File: src/rtl/core/skt_pkg.sv
// ----------------------------------------------------------------------------
// Sorted key table package
// Shared constants, codes and item types of the sorted key table.
// ----------------------------------------------------------------------------
package skt_pkg;

    localparam int TABLE_DEPTH = 64;
    localparam int IDX_W       = (TABLE_DEPTH > 1) ? $clog2(TABLE_DEPTH) : 1;
    localparam int CNT_W       = $clog2(TABLE_DEPTH + 1);
    localparam int POS_W       = 6;
    localparam int ENT_W       = 7;

    typedef enum logic [2:0] {
        ACT_APPEND   = 3'd0,
        ACT_LOOKUP   = 3'd1,
        ACT_SET      = 3'd2,
        ACT_WITHDRAW = 3'd3,
        ACT_CLEAR    = 3'd4
    } t_action;

    typedef enum logic [1:0] {
        ST_OK        = 2'd0,
        ST_NOT_FOUND = 2'd1,
        ST_FULL      = 2'd2
    } t_status;

    typedef struct packed {
        t_action     action;
        logic [15:0] key;
        logic [7:0]  value_a;
        logic [7:0]  value_b;
    } t_in_item;

    typedef struct packed {
        t_status          status;
        logic [POS_W-1:0] position;
        logic [7:0]       found_value_a;
        logic [7:0]       found_value_b;
        logic [8:0]       average_doubled;
        logic [ENT_W-1:0] entries;
    } t_out_item;

    typedef struct packed {
        logic [15:0] key;
        logic [7:0]  value_a;
        logic [7:0]  value_b;
    } t_record;

endpackage

File: src/rtl/core/sorted_key_table_search_delete.sv
// ----------------------------------------------------------------------------
// Sorted key table with search and withdraw
// Keyed records in ascending order with binary search, update and removal.
// ----------------------------------------------------------------------------
// One item is handled at a time, and each item gives one result item. The
// records sit in a single-port-read memory, so every probe of the binary
// search is an address step followed by a compare of the registered data.
// Append, clear and unused actions go from execution straight to the result.
// Lookup, set values and withdraw make at most log2(TABLE_DEPTH) + 1 probes;
// a key that is not found ends with one more search step on an empty range.
// Withdraw then moves each later entry down by one, a read and a write each.
// A result that waits in the output register does not stop the next item
// being accepted.
module sorted_key_table_search_delete
    import skt_pkg::*;
(
    input  logic      i_clk,
    input  logic      i_rst_n,
    input  logic      i_in_valid,
    output logic      o_in_ready,
    input  t_in_item  i_in_item,
    output logic      o_out_valid,
    input  logic      i_out_ready,
    output t_out_item o_out_item
);

    typedef enum logic [2:0] {
        S_IDLE,
        S_EXEC,
        S_SRCH,
        S_CMP,
        S_SH_RD,
        S_SH_WR,
        S_RESP
    } t_state;

    t_state           r_state;
    t_action          r_act;
    logic [15:0]      r_key;
    logic [7:0]       r_va;
    logic [7:0]       r_vb;
    logic [CNT_W-1:0] r_count;
    logic [CNT_W-1:0] r_lo;
    logic [CNT_W-1:0] r_hi;
    logic [IDX_W-1:0] r_mid;
    logic [IDX_W-1:0] r_i;
    t_out_item        r_res;
    t_out_item        r_out;
    logic             r_out_valid;

    logic             ram_we;
    logic [IDX_W-1:0] ram_waddr;
    t_record          ram_wdata;
    logic [IDX_W-1:0] ram_raddr;
    t_record          w_rec;
    logic [CNT_W:0]   w_sum;
    logic [IDX_W-1:0] w_mid;
    logic             w_out_free;
    logic [CNT_W:0]   w_i_next2;
    logic [CNT_W:0]   w_mid_next2;

    function automatic t_out_item make_res(input t_status st, input logic [IDX_W-1:0] pos,
                                           input logic [7:0] va, input logic [7:0] vb,
                                           input logic [CNT_W-1:0] cnt);
        t_out_item res;
        res.status          = st;
        res.position        = POS_W'(pos);
        res.found_value_a   = va;
        res.found_value_b   = vb;
        res.average_doubled = {1'b0, va} + {1'b0, vb};
        res.entries         = ENT_W'(cnt);
        return res;
    endfunction

    skt_ram #(
        .DEPTH (TABLE_DEPTH),
        .WIDTH ($bits(t_record))
    ) u_ram (
        .i_clk   (i_clk),
        .i_we    (ram_we),
        .i_waddr (ram_waddr),
        .i_wdata (ram_wdata),
        .i_raddr (ram_raddr),
        .o_rdata (w_rec)
    );

    assign w_sum       = {1'b0, r_lo} + {1'b0, r_hi} - (CNT_W + 1)'(1);
    assign w_mid       = w_sum[IDX_W:1];
    assign w_out_free  = !r_out_valid || i_out_ready;
    assign w_i_next2   = (CNT_W + 1)'(r_i) + (CNT_W + 1)'(2);
    assign w_mid_next2 = (CNT_W + 1)'(r_mid) + (CNT_W + 1)'(2);

    always_comb begin
        ram_we    = 1'b0;
        ram_waddr = r_mid;
        ram_wdata = '{key: r_key, value_a: r_va, value_b: r_vb};
        ram_raddr = r_mid;
        case (r_state)
            S_EXEC: begin
                if (r_act == ACT_APPEND && r_count < CNT_W'(TABLE_DEPTH)) begin
                    ram_we    = 1'b1;
                    ram_waddr = r_count[IDX_W-1:0];
                end
            end
            S_SRCH: begin
                ram_raddr = w_mid;
            end
            S_CMP: begin
                if (r_act == ACT_SET && w_rec.key == r_key) begin
                    ram_we    = 1'b1;
                    ram_wdata = '{key: w_rec.key, value_a: r_va, value_b: r_vb};
                end
            end
            S_SH_RD: begin
                ram_raddr = r_i + IDX_W'(1);
            end
            S_SH_WR: begin
                ram_we    = 1'b1;
                ram_waddr = r_i;
                ram_wdata = w_rec;
            end
            default: begin
            end
        endcase
    end

    always_ff @(posedge i_clk) begin
        if (!i_rst_n) begin
            r_state     <= S_IDLE;
            r_count     <= '0;
            r_out_valid <= 1'b0;
        end else begin
            if (r_out_valid && i_out_ready && r_state != S_RESP) begin
                r_out_valid <= 1'b0;
            end
            case (r_state)
                S_IDLE: begin
                    if (i_in_valid) begin
                        r_act   <= i_in_item.action;
                        r_key   <= i_in_item.key;
                        r_va    <= i_in_item.value_a;
                        r_vb    <= i_in_item.value_b;
                        r_state <= S_EXEC;
                    end
                end
                S_EXEC: begin
                    r_lo <= '0;
                    r_hi <= r_count;
                    case (r_act)
                        ACT_APPEND: begin
                            if (r_count < CNT_W'(TABLE_DEPTH)) begin
                                r_res   <= make_res(ST_OK, r_count[IDX_W-1:0], 8'd0, 8'd0,
                                                    r_count + CNT_W'(1));
                                r_count <= r_count + CNT_W'(1);
                            end else begin
                                r_res <= make_res(ST_FULL, '0, 8'd0, 8'd0, r_count);
                            end
                            r_state <= S_RESP;
                        end
                        ACT_LOOKUP, ACT_SET, ACT_WITHDRAW: begin
                            r_state <= S_SRCH;
                        end
                        ACT_CLEAR: begin
                            r_count <= '0;
                            r_res   <= make_res(ST_OK, '0, 8'd0, 8'd0, '0);
                            r_state <= S_RESP;
                        end
                        default: begin
                            r_res   <= make_res(ST_OK, '0, 8'd0, 8'd0, r_count);
                            r_state <= S_RESP;
                        end
                    endcase
                end
                S_SRCH: begin
                    if (r_lo >= r_hi) begin
                        r_res   <= make_res(ST_NOT_FOUND, '0, 8'd0, 8'd0, r_count);
                        r_state <= S_RESP;
                    end else begin
                        r_mid   <= w_mid;
                        r_state <= S_CMP;
                    end
                end
                S_CMP: begin
                    if (w_rec.key < r_key) begin
                        r_lo    <= CNT_W'(r_mid) + CNT_W'(1);
                        r_state <= S_SRCH;
                    end else if (w_rec.key > r_key) begin
                        r_hi    <= CNT_W'(r_mid);
                        r_state <= S_SRCH;
                    end else begin
                        case (r_act)
                            ACT_SET: begin
                                r_res   <= make_res(ST_OK, r_mid, r_va, r_vb, r_count);
                                r_state <= S_RESP;
                            end
                            ACT_WITHDRAW: begin
                                r_res   <= make_res(ST_OK, r_mid, w_rec.value_a, w_rec.value_b,
                                                    r_count - CNT_W'(1));
                                r_count <= r_count - CNT_W'(1);
                                r_i     <= r_mid;
                                if (w_mid_next2 <= {1'b0, r_count}) begin
                                    r_state <= S_SH_RD;
                                end else begin
                                    r_state <= S_RESP;
                                end
                            end
                            default: begin
                                r_res   <= make_res(ST_OK, r_mid, w_rec.value_a, w_rec.value_b,
                                                    r_count);
                                r_state <= S_RESP;
                            end
                        endcase
                    end
                end
                S_SH_RD: begin
                    r_state <= S_SH_WR;
                end
                S_SH_WR: begin
                    r_i <= r_i + IDX_W'(1);
                    if (w_i_next2 <= {1'b0, r_count}) begin
                        r_state <= S_SH_RD;
                    end else begin
                        r_state <= S_RESP;
                    end
                end
                S_RESP: begin
                    if (w_out_free) begin
                        r_out       <= r_res;
                        r_out_valid <= 1'b1;
                        r_state     <= S_IDLE;
                    end
                end
                default: begin
                    r_state <= S_IDLE;
                end
            endcase
        end
    end

    assign o_in_ready  = (r_state == S_IDLE);
    assign o_out_valid = r_out_valid;
    assign o_out_item  = r_out;

    a_count_bound: assert property (@(posedge i_clk) disable iff (!i_rst_n)
        r_count <= CNT_W'(TABLE_DEPTH))
        else $error("Entry count exceeds the table depth.");

    a_accept_exec: assert property (@(posedge i_clk) disable iff (!i_rst_n)
        (i_in_valid && o_in_ready) |=> (r_state == S_EXEC))
        else $error("Accepted item did not start execution.");

    a_search_bound: assert property (@(posedge i_clk) disable iff (!i_rst_n)
        (r_state == S_SRCH) |-> (r_hi <= r_count))
        else $error("Search range reaches beyond the held entries.");

    a_shift_bound: assert property (@(posedge i_clk) disable iff (!i_rst_n)
        (r_state == S_SH_WR) |-> ((CNT_W + 1)'(r_i) + (CNT_W + 1)'(1) <= {1'b0, r_count}))
        else $error("Shift writes beyond the held entries.");

    a_not_found_zero: assert property (@(posedge i_clk) disable iff (!i_rst_n)
        (o_out_valid && o_out_item.status == ST_NOT_FOUND) |->
        (o_out_item.position == '0 && o_out_item.average_doubled == '0))
        else $error("Not-found result carries a position or values.");

endmodule

File: src/rtl/core/skt_ram.sv
// ----------------------------------------------------------------------------
// Sorted key table record memory
// Simple dual-port memory: one write port, one read port with registered data.
// ----------------------------------------------------------------------------
module skt_ram #(
    parameter int DEPTH = 64,
    parameter int WIDTH = 32
) (
    input  logic                                     i_clk,
    input  logic                                     i_we,
    input  logic [((DEPTH > 1) ? $clog2(DEPTH) : 1)-1:0] i_waddr,
    input  logic [WIDTH-1:0]                         i_wdata,
    input  logic [((DEPTH > 1) ? $clog2(DEPTH) : 1)-1:0] i_raddr,
    output logic [WIDTH-1:0]                         o_rdata
);

    logic [WIDTH-1:0] r_mem [DEPTH];
    logic [WIDTH-1:0] r_rdata;

    always_ff @(posedge i_clk) begin
        if (i_we) begin
            r_mem[i_waddr] <= i_wdata;
        end
    end

    always_ff @(posedge i_clk) begin
        r_rdata <= r_mem[i_raddr];
    end

    assign o_rdata = r_rdata;

endmodule

File: config.mk
export PLATFORM = sky130hd
export DESIGN_NAME = sorted_key_table_search_delete
export DESIGN_NICKNAME = d
export VERILOG_FILES = /design/src/rtl/core/skt_pkg.sv /design/src/rtl/core/sorted_key_table_search_delete.sv /design/src/rtl/core/skt_ram.sv
export SDC_FILE = /design/constraint.sdc
export NUM_CORES = 2
export LEC_CHECK = 0
export BUFFER_PORTS_ARGS = -buffer_cell sky130_fd_sc_hd__buf_4
export CAP_MARGIN = 20
export CORE_ASPECT_RATIO = 1.5
export CORE_UTILIZATION = 40
export DETAILED_ROUTE_END_ITERATION = 16
export GPL_TIMING_DRIVEN = 0
export HOLD_SLACK_MARGIN = 0.12
export SYNTH_ARGS = -nofsm -noshare
export SYNTH_HDL_FRONTEND = slang
export SYNTH_SLANG_ARGS = --single-unit
File: constraint.sdc
create_clock -name i_clk -period 9.1 [get_ports i_clk]
set_input_delay 1.365 -clock i_clk [delete_from_list [all_inputs] [get_ports i_clk]]
set_output_delay 1.365 -clock i_clk [all_outputs]
set_load 0.01 [all_outputs]
==> run summary <==
Peak fanout along the critical path -> 10
Ys flop type -> edfxtp_1
CP required -> 9.80 ns
Routed vias -> 53.7k
Worst r2r src -> r_hi[1]
Area of the multi-input gates -> 0.0211 mm²
Io pins -> 81
Hold Slack -> 0.418 ns
Tmin final -> 6.41 ns
Reg2reg end -> u_ram.o_rdata[10]
Router iterations before antenna repair -> 7
Antenna violations before repair -> 8
Max Freq -> 0.156 GHz
Routability cong. -> 1.01
Post-CTS Setup Repair Bufs -> 0
Syn_area_per_cell -> 15.5 µm²
Synth warn -> 0
RSZ-0062 raised after global routing -> false
Wire length per cell -> 31.0 µm
Dominant cell type by area after synthesis -> edfxtp_1
Placement Setup Slack -> 2.79 ns
Post-synthesis cell area -> 0.0891 mm²
Number of buffers created by CTS -> 201
Pin count of the biggest net entering global routing -> 65
# clock sinks -> 2,232
Yosys reg bits -> 2,232
Peak supply drop -> 172 µV
Vias in the first global route -> 53.2k
Async S/R FF share, synth -> 0%
GR Util All Layers -> 24.7%
Share of cells above drive strength 1 -> 13.8%
Vias per inst -> 5.84
P_sw -> 10.1 mW
Top post-synthesis cells by area -> edfxtp_1, mux2i_1, nand2_1
Setup crit end kind -> flop
Clk Latency, worst-skew pair -> 0.87 ns
Max-cap viol count -> 0
Final period utilization -> 70.5%
H-tree depth -> 4
Crit Path Class -> flop to flop
Total grt overflow -> 0
Internal power -> 19.1 mW
Setup-failing EPs final -> 0
Sw Ratio -> 34.6%
Yosys top cell area share -> 73.8%
Depth of the worst register-to-register path -> 16
First-pass GRT wire length -> 395 mm
Sequential-to-total area share from yosys stat -> 74.8%
Hold buffer count at cts -> 0
PortBufs -> 80
Fill count -> 18.9k
Flop pwr share -> 40.3%
Pleak -> 34.2 nW
Hpwl dp -> 200 mm
Clock power share -> 29.8%
Post-Syn Nets -> 5,873
Layout net count -> 6,266
Chip width -> 387 µm
Row Count -> 211
Maximum clock path buffer count -> 4
Die H -> 580 µm
Hold depth -> 0
Area Growth Syn to Fin -> 15.3%
Outcome -> finished clean
Clk slew on worst S/H paths -> 0.07 ns
Initial Util -> 40.3%
Reg area -> 0.0666 mm²
Setup Skew -> 0.0667 ns
# DRC -> 0
Worst EP arrival -> 7.11 ns
Final hold violations -> 0
TritonCTS clock tree -> yes
WL final -> 285 mm
Max-slew violations -> 0
Actual slew at the worst max-slew pin -> 1.29 ns
Hold WC Path Type -> flop to flop
Post-synth EDFFs -> 2,189
ANT nets after route -> 0
Core area -> 0.221 mm²
Power density over the cells -> 285 mW/mm²
Combinational power share -> 29.9%
Resize count post-CTS -> 0
Startpoint types -> flop
Final WS setup -> 2.69 ns
Max-slew headroom -> 13.8%
Synth unique cells -> 86
Synth Instances -> 5,759
Die area -> 0.225 mm²
Worst Hold End -> o_out_item[18]
Flop-to-flop setup slack -> 2.69 ns
Initial DRC count -> 6,467
Worst hold start -> r_res[18]
Root buffer cell -> clkbuf_16
==> layer usage <==
layer  GRT usage, %  vias up  routed length (µm)
met3           3.18      575               18500
li1               -    23200                   -
met5              0        -                  17
met1           29.1    27500              104000
met4           16.9        2               21500
met2           42.1     2456              141000
==> per-stage QoR <==
| step | area [µm²] | std cells | total power, mW | setup TNS (ns) | utilization, % |
|---|---|---|---|---|---|
| after floorplan | 89100 | 5759 | 16.6 | 0 | - |
| after global placement | 93200 | 8714 | 20.3 | -228.71 | 42.2 |
| after detailed placement | 96000 | 8815 | 20.5 | 0 | 43.5 |
| after CTS | 103000 | 9174 | 29.1 | 0 | 46.5 |
| after global routing | 103000 | 9184 | 29.9 | 0 | 46.5 |
| final | 103000 | 9185 | 29.3 | 0 | 46.5 |
==> layout by cell type, fill, tap and decap left out, types with 19 or more instances in the layout <==
| master | synthesis | final |
|---|---|---|
| a211oi_1 | 19 | 19 |
| clkinv_1 | 2 | 51 |
| buf_4 | 29 | 119 |
| clkinv_2 | 0 | 20 |
| a221oi_1 | 46 | 46 |
| buf_12 | 0 | 73 |
| nand3_1 | 98 | 98 |
| mux2_2 | 56 | 33 |
| a21oi_1 | 255 | 255 |
| a221oi_2 | 21 | 21 |
| nor4_2 | 28 | 28 |
| a32o_1 | 223 | 223 |
| a31oi_1 | 37 | 36 |
| o22ai_1 | 77 | 77 |
| inv_1 | 60 | 60 |
| nor2_1 | 141 | 75 |
| mux2_1 | 30 | 30 |
| o221ai_1 | 33 | 33 |
| o211ai_1 | 29 | 29 |
| clkbuf_1 | 152 | 184 |
| edfxtp_1 | 2189 | 2189 |
| dfxtp_1 | 43 | 43 |
| a221o_1 | 28 | 28 |
| buf_16 | 0 | 20 |
| nand4_1 | 20 | 20 |
| nor4_1 | 29 | 29 |
| ha_1 | 72 | 72 |
| nor2_4 | 2 | 67 |
| xnor2_1 | 21 | 21 |
| nand2_1 | 1061 | 1061 |
| o21ai_0 | 103 | 102 |
| bufinv_16 | 0 | 30 |
| clkbuf_16 | 0 | 205 |
| buf_2 | 144 | 144 |
| mux2i_1 | 412 | 412 |
| mux2_4 | 0 | 23 |
| buf_6 | 16 | 19 |
| a32oi_1 | 51 | 51 |
==> synthesized netlist by cell type, types with 10 or more instances <==
library cell / count
edfxtp_1: 2189
nand2_1: 1061
mux2i_1: 412
a21oi_1: 255
a32o_1: 223
clkbuf_1: 152
buf_2: 144
nor2_1: 141
o21ai_0: 103
nand3_1: 98
o22ai_1: 77
ha_1: 72
inv_1: 60
mux2_2: 56
a32oi_1: 51
a221oi_1: 46
dfxtp_1: 43
a31oi_1: 37
o221ai_1: 33
mux2_1: 30
buf_4: 29
nor4_1: 29
o211ai_1: 29
a221o_1: 28
nor4_2: 28
o2111ai_1: 27
a221oi_2: 21
xnor2_1: 21
and3_1: 20
nand4_1: 20
a211oi_1: 19
buf_1: 17
buf_6: 16
a21o_1: 15
and2_1: 13
nor2b_1: 12
xor2_1: 12
nor3_1: 10
==> cells by family after synthesis <==
group	share of synthesized area [%]
buffers and inverters	2.23
DFF	74.8
and+or+nand+nor	7.06
adders and majority gates	1.08
xor gates and xnor gates	0.325
AOI/OAI and AO/OA	8.61
muxes	5.91
==> registers in the layout, indices dropped and copies added (netlist names), 3 cells and up <==
register	count
u_ram.r_mem	2048
o_out_item	40
r_res	40
u_ram.o_rdata	32
r_key	16
r_va	8
r_vb	8
r_count	7
r_hi	7
r_lo	7
r_i	6
r_mid	6
r_act	3
r_state	3
==> power by group through the flow <==
stage / combinational [mW] / sequential (mW) / clock, mW
floorplan: 4.60 / 12.0 / 0
global placement: 8.23 / 12.0 / 0
detailed placement: 8.51 / 12.0 / 0
CTS: 8.54 / 11.8 / 8.81
global route: 8.98 / 11.8 / 9.15
finish: 8.74 / 11.8 / 8.73
==> worst max path at each step <==
stage                     startpoint                  to  slack, ns  cells after the start
after floorplan             r_key[9]  u_ram.r_mem[0][16]       3.81                      8
after global routing         r_hi[1]   u_ram.o_rdata[10]       2.69                     16
after detailed placement     r_lo[1]   u_ram.o_rdata[10]       2.79                     16
final                        r_hi[1]   u_ram.o_rdata[10]       2.69                     16
after global placement      r_act[2]  u_ram.r_mem[0][16]      -3.60                      5
after CTS                    r_hi[1]   u_ram.o_rdata[10]       2.72                     16
==> layout make-up <==
type / instances / share of cell area (%)
diodes: 2 / 0.00487
plain buffers: 358 / 1.71
clock buffers: 237 / 5.11
clock inverters: 122 / 1.33
inverters: 63 / 0.230
multi-input cells: 3106 / 20.6
flip-flops and latches: 2232 / 64.8
well taps: 2875 / 3.50
repair buffers: 190 / 2.71
==> critical path, stage by stage (launching register included) <==
cell	delay, ns
edfxtp_1	0.35
inv_1	0.07
ha_1	0.29
inv_1	0.04
ha_1	0.21
fa_1	0.53
nor2b_1	0.18
a221oi_4	0.49
and2_1	0.20
buf_4	0.14
buf_2	0.53
buf_2	0.36
nand2_1	0.08
a32o_1	0.29
o21ai_0	0.87
o2111ai_2	0.83
nor4_2	0.73
Note: power is estimated with default switching activity, not from simulation.
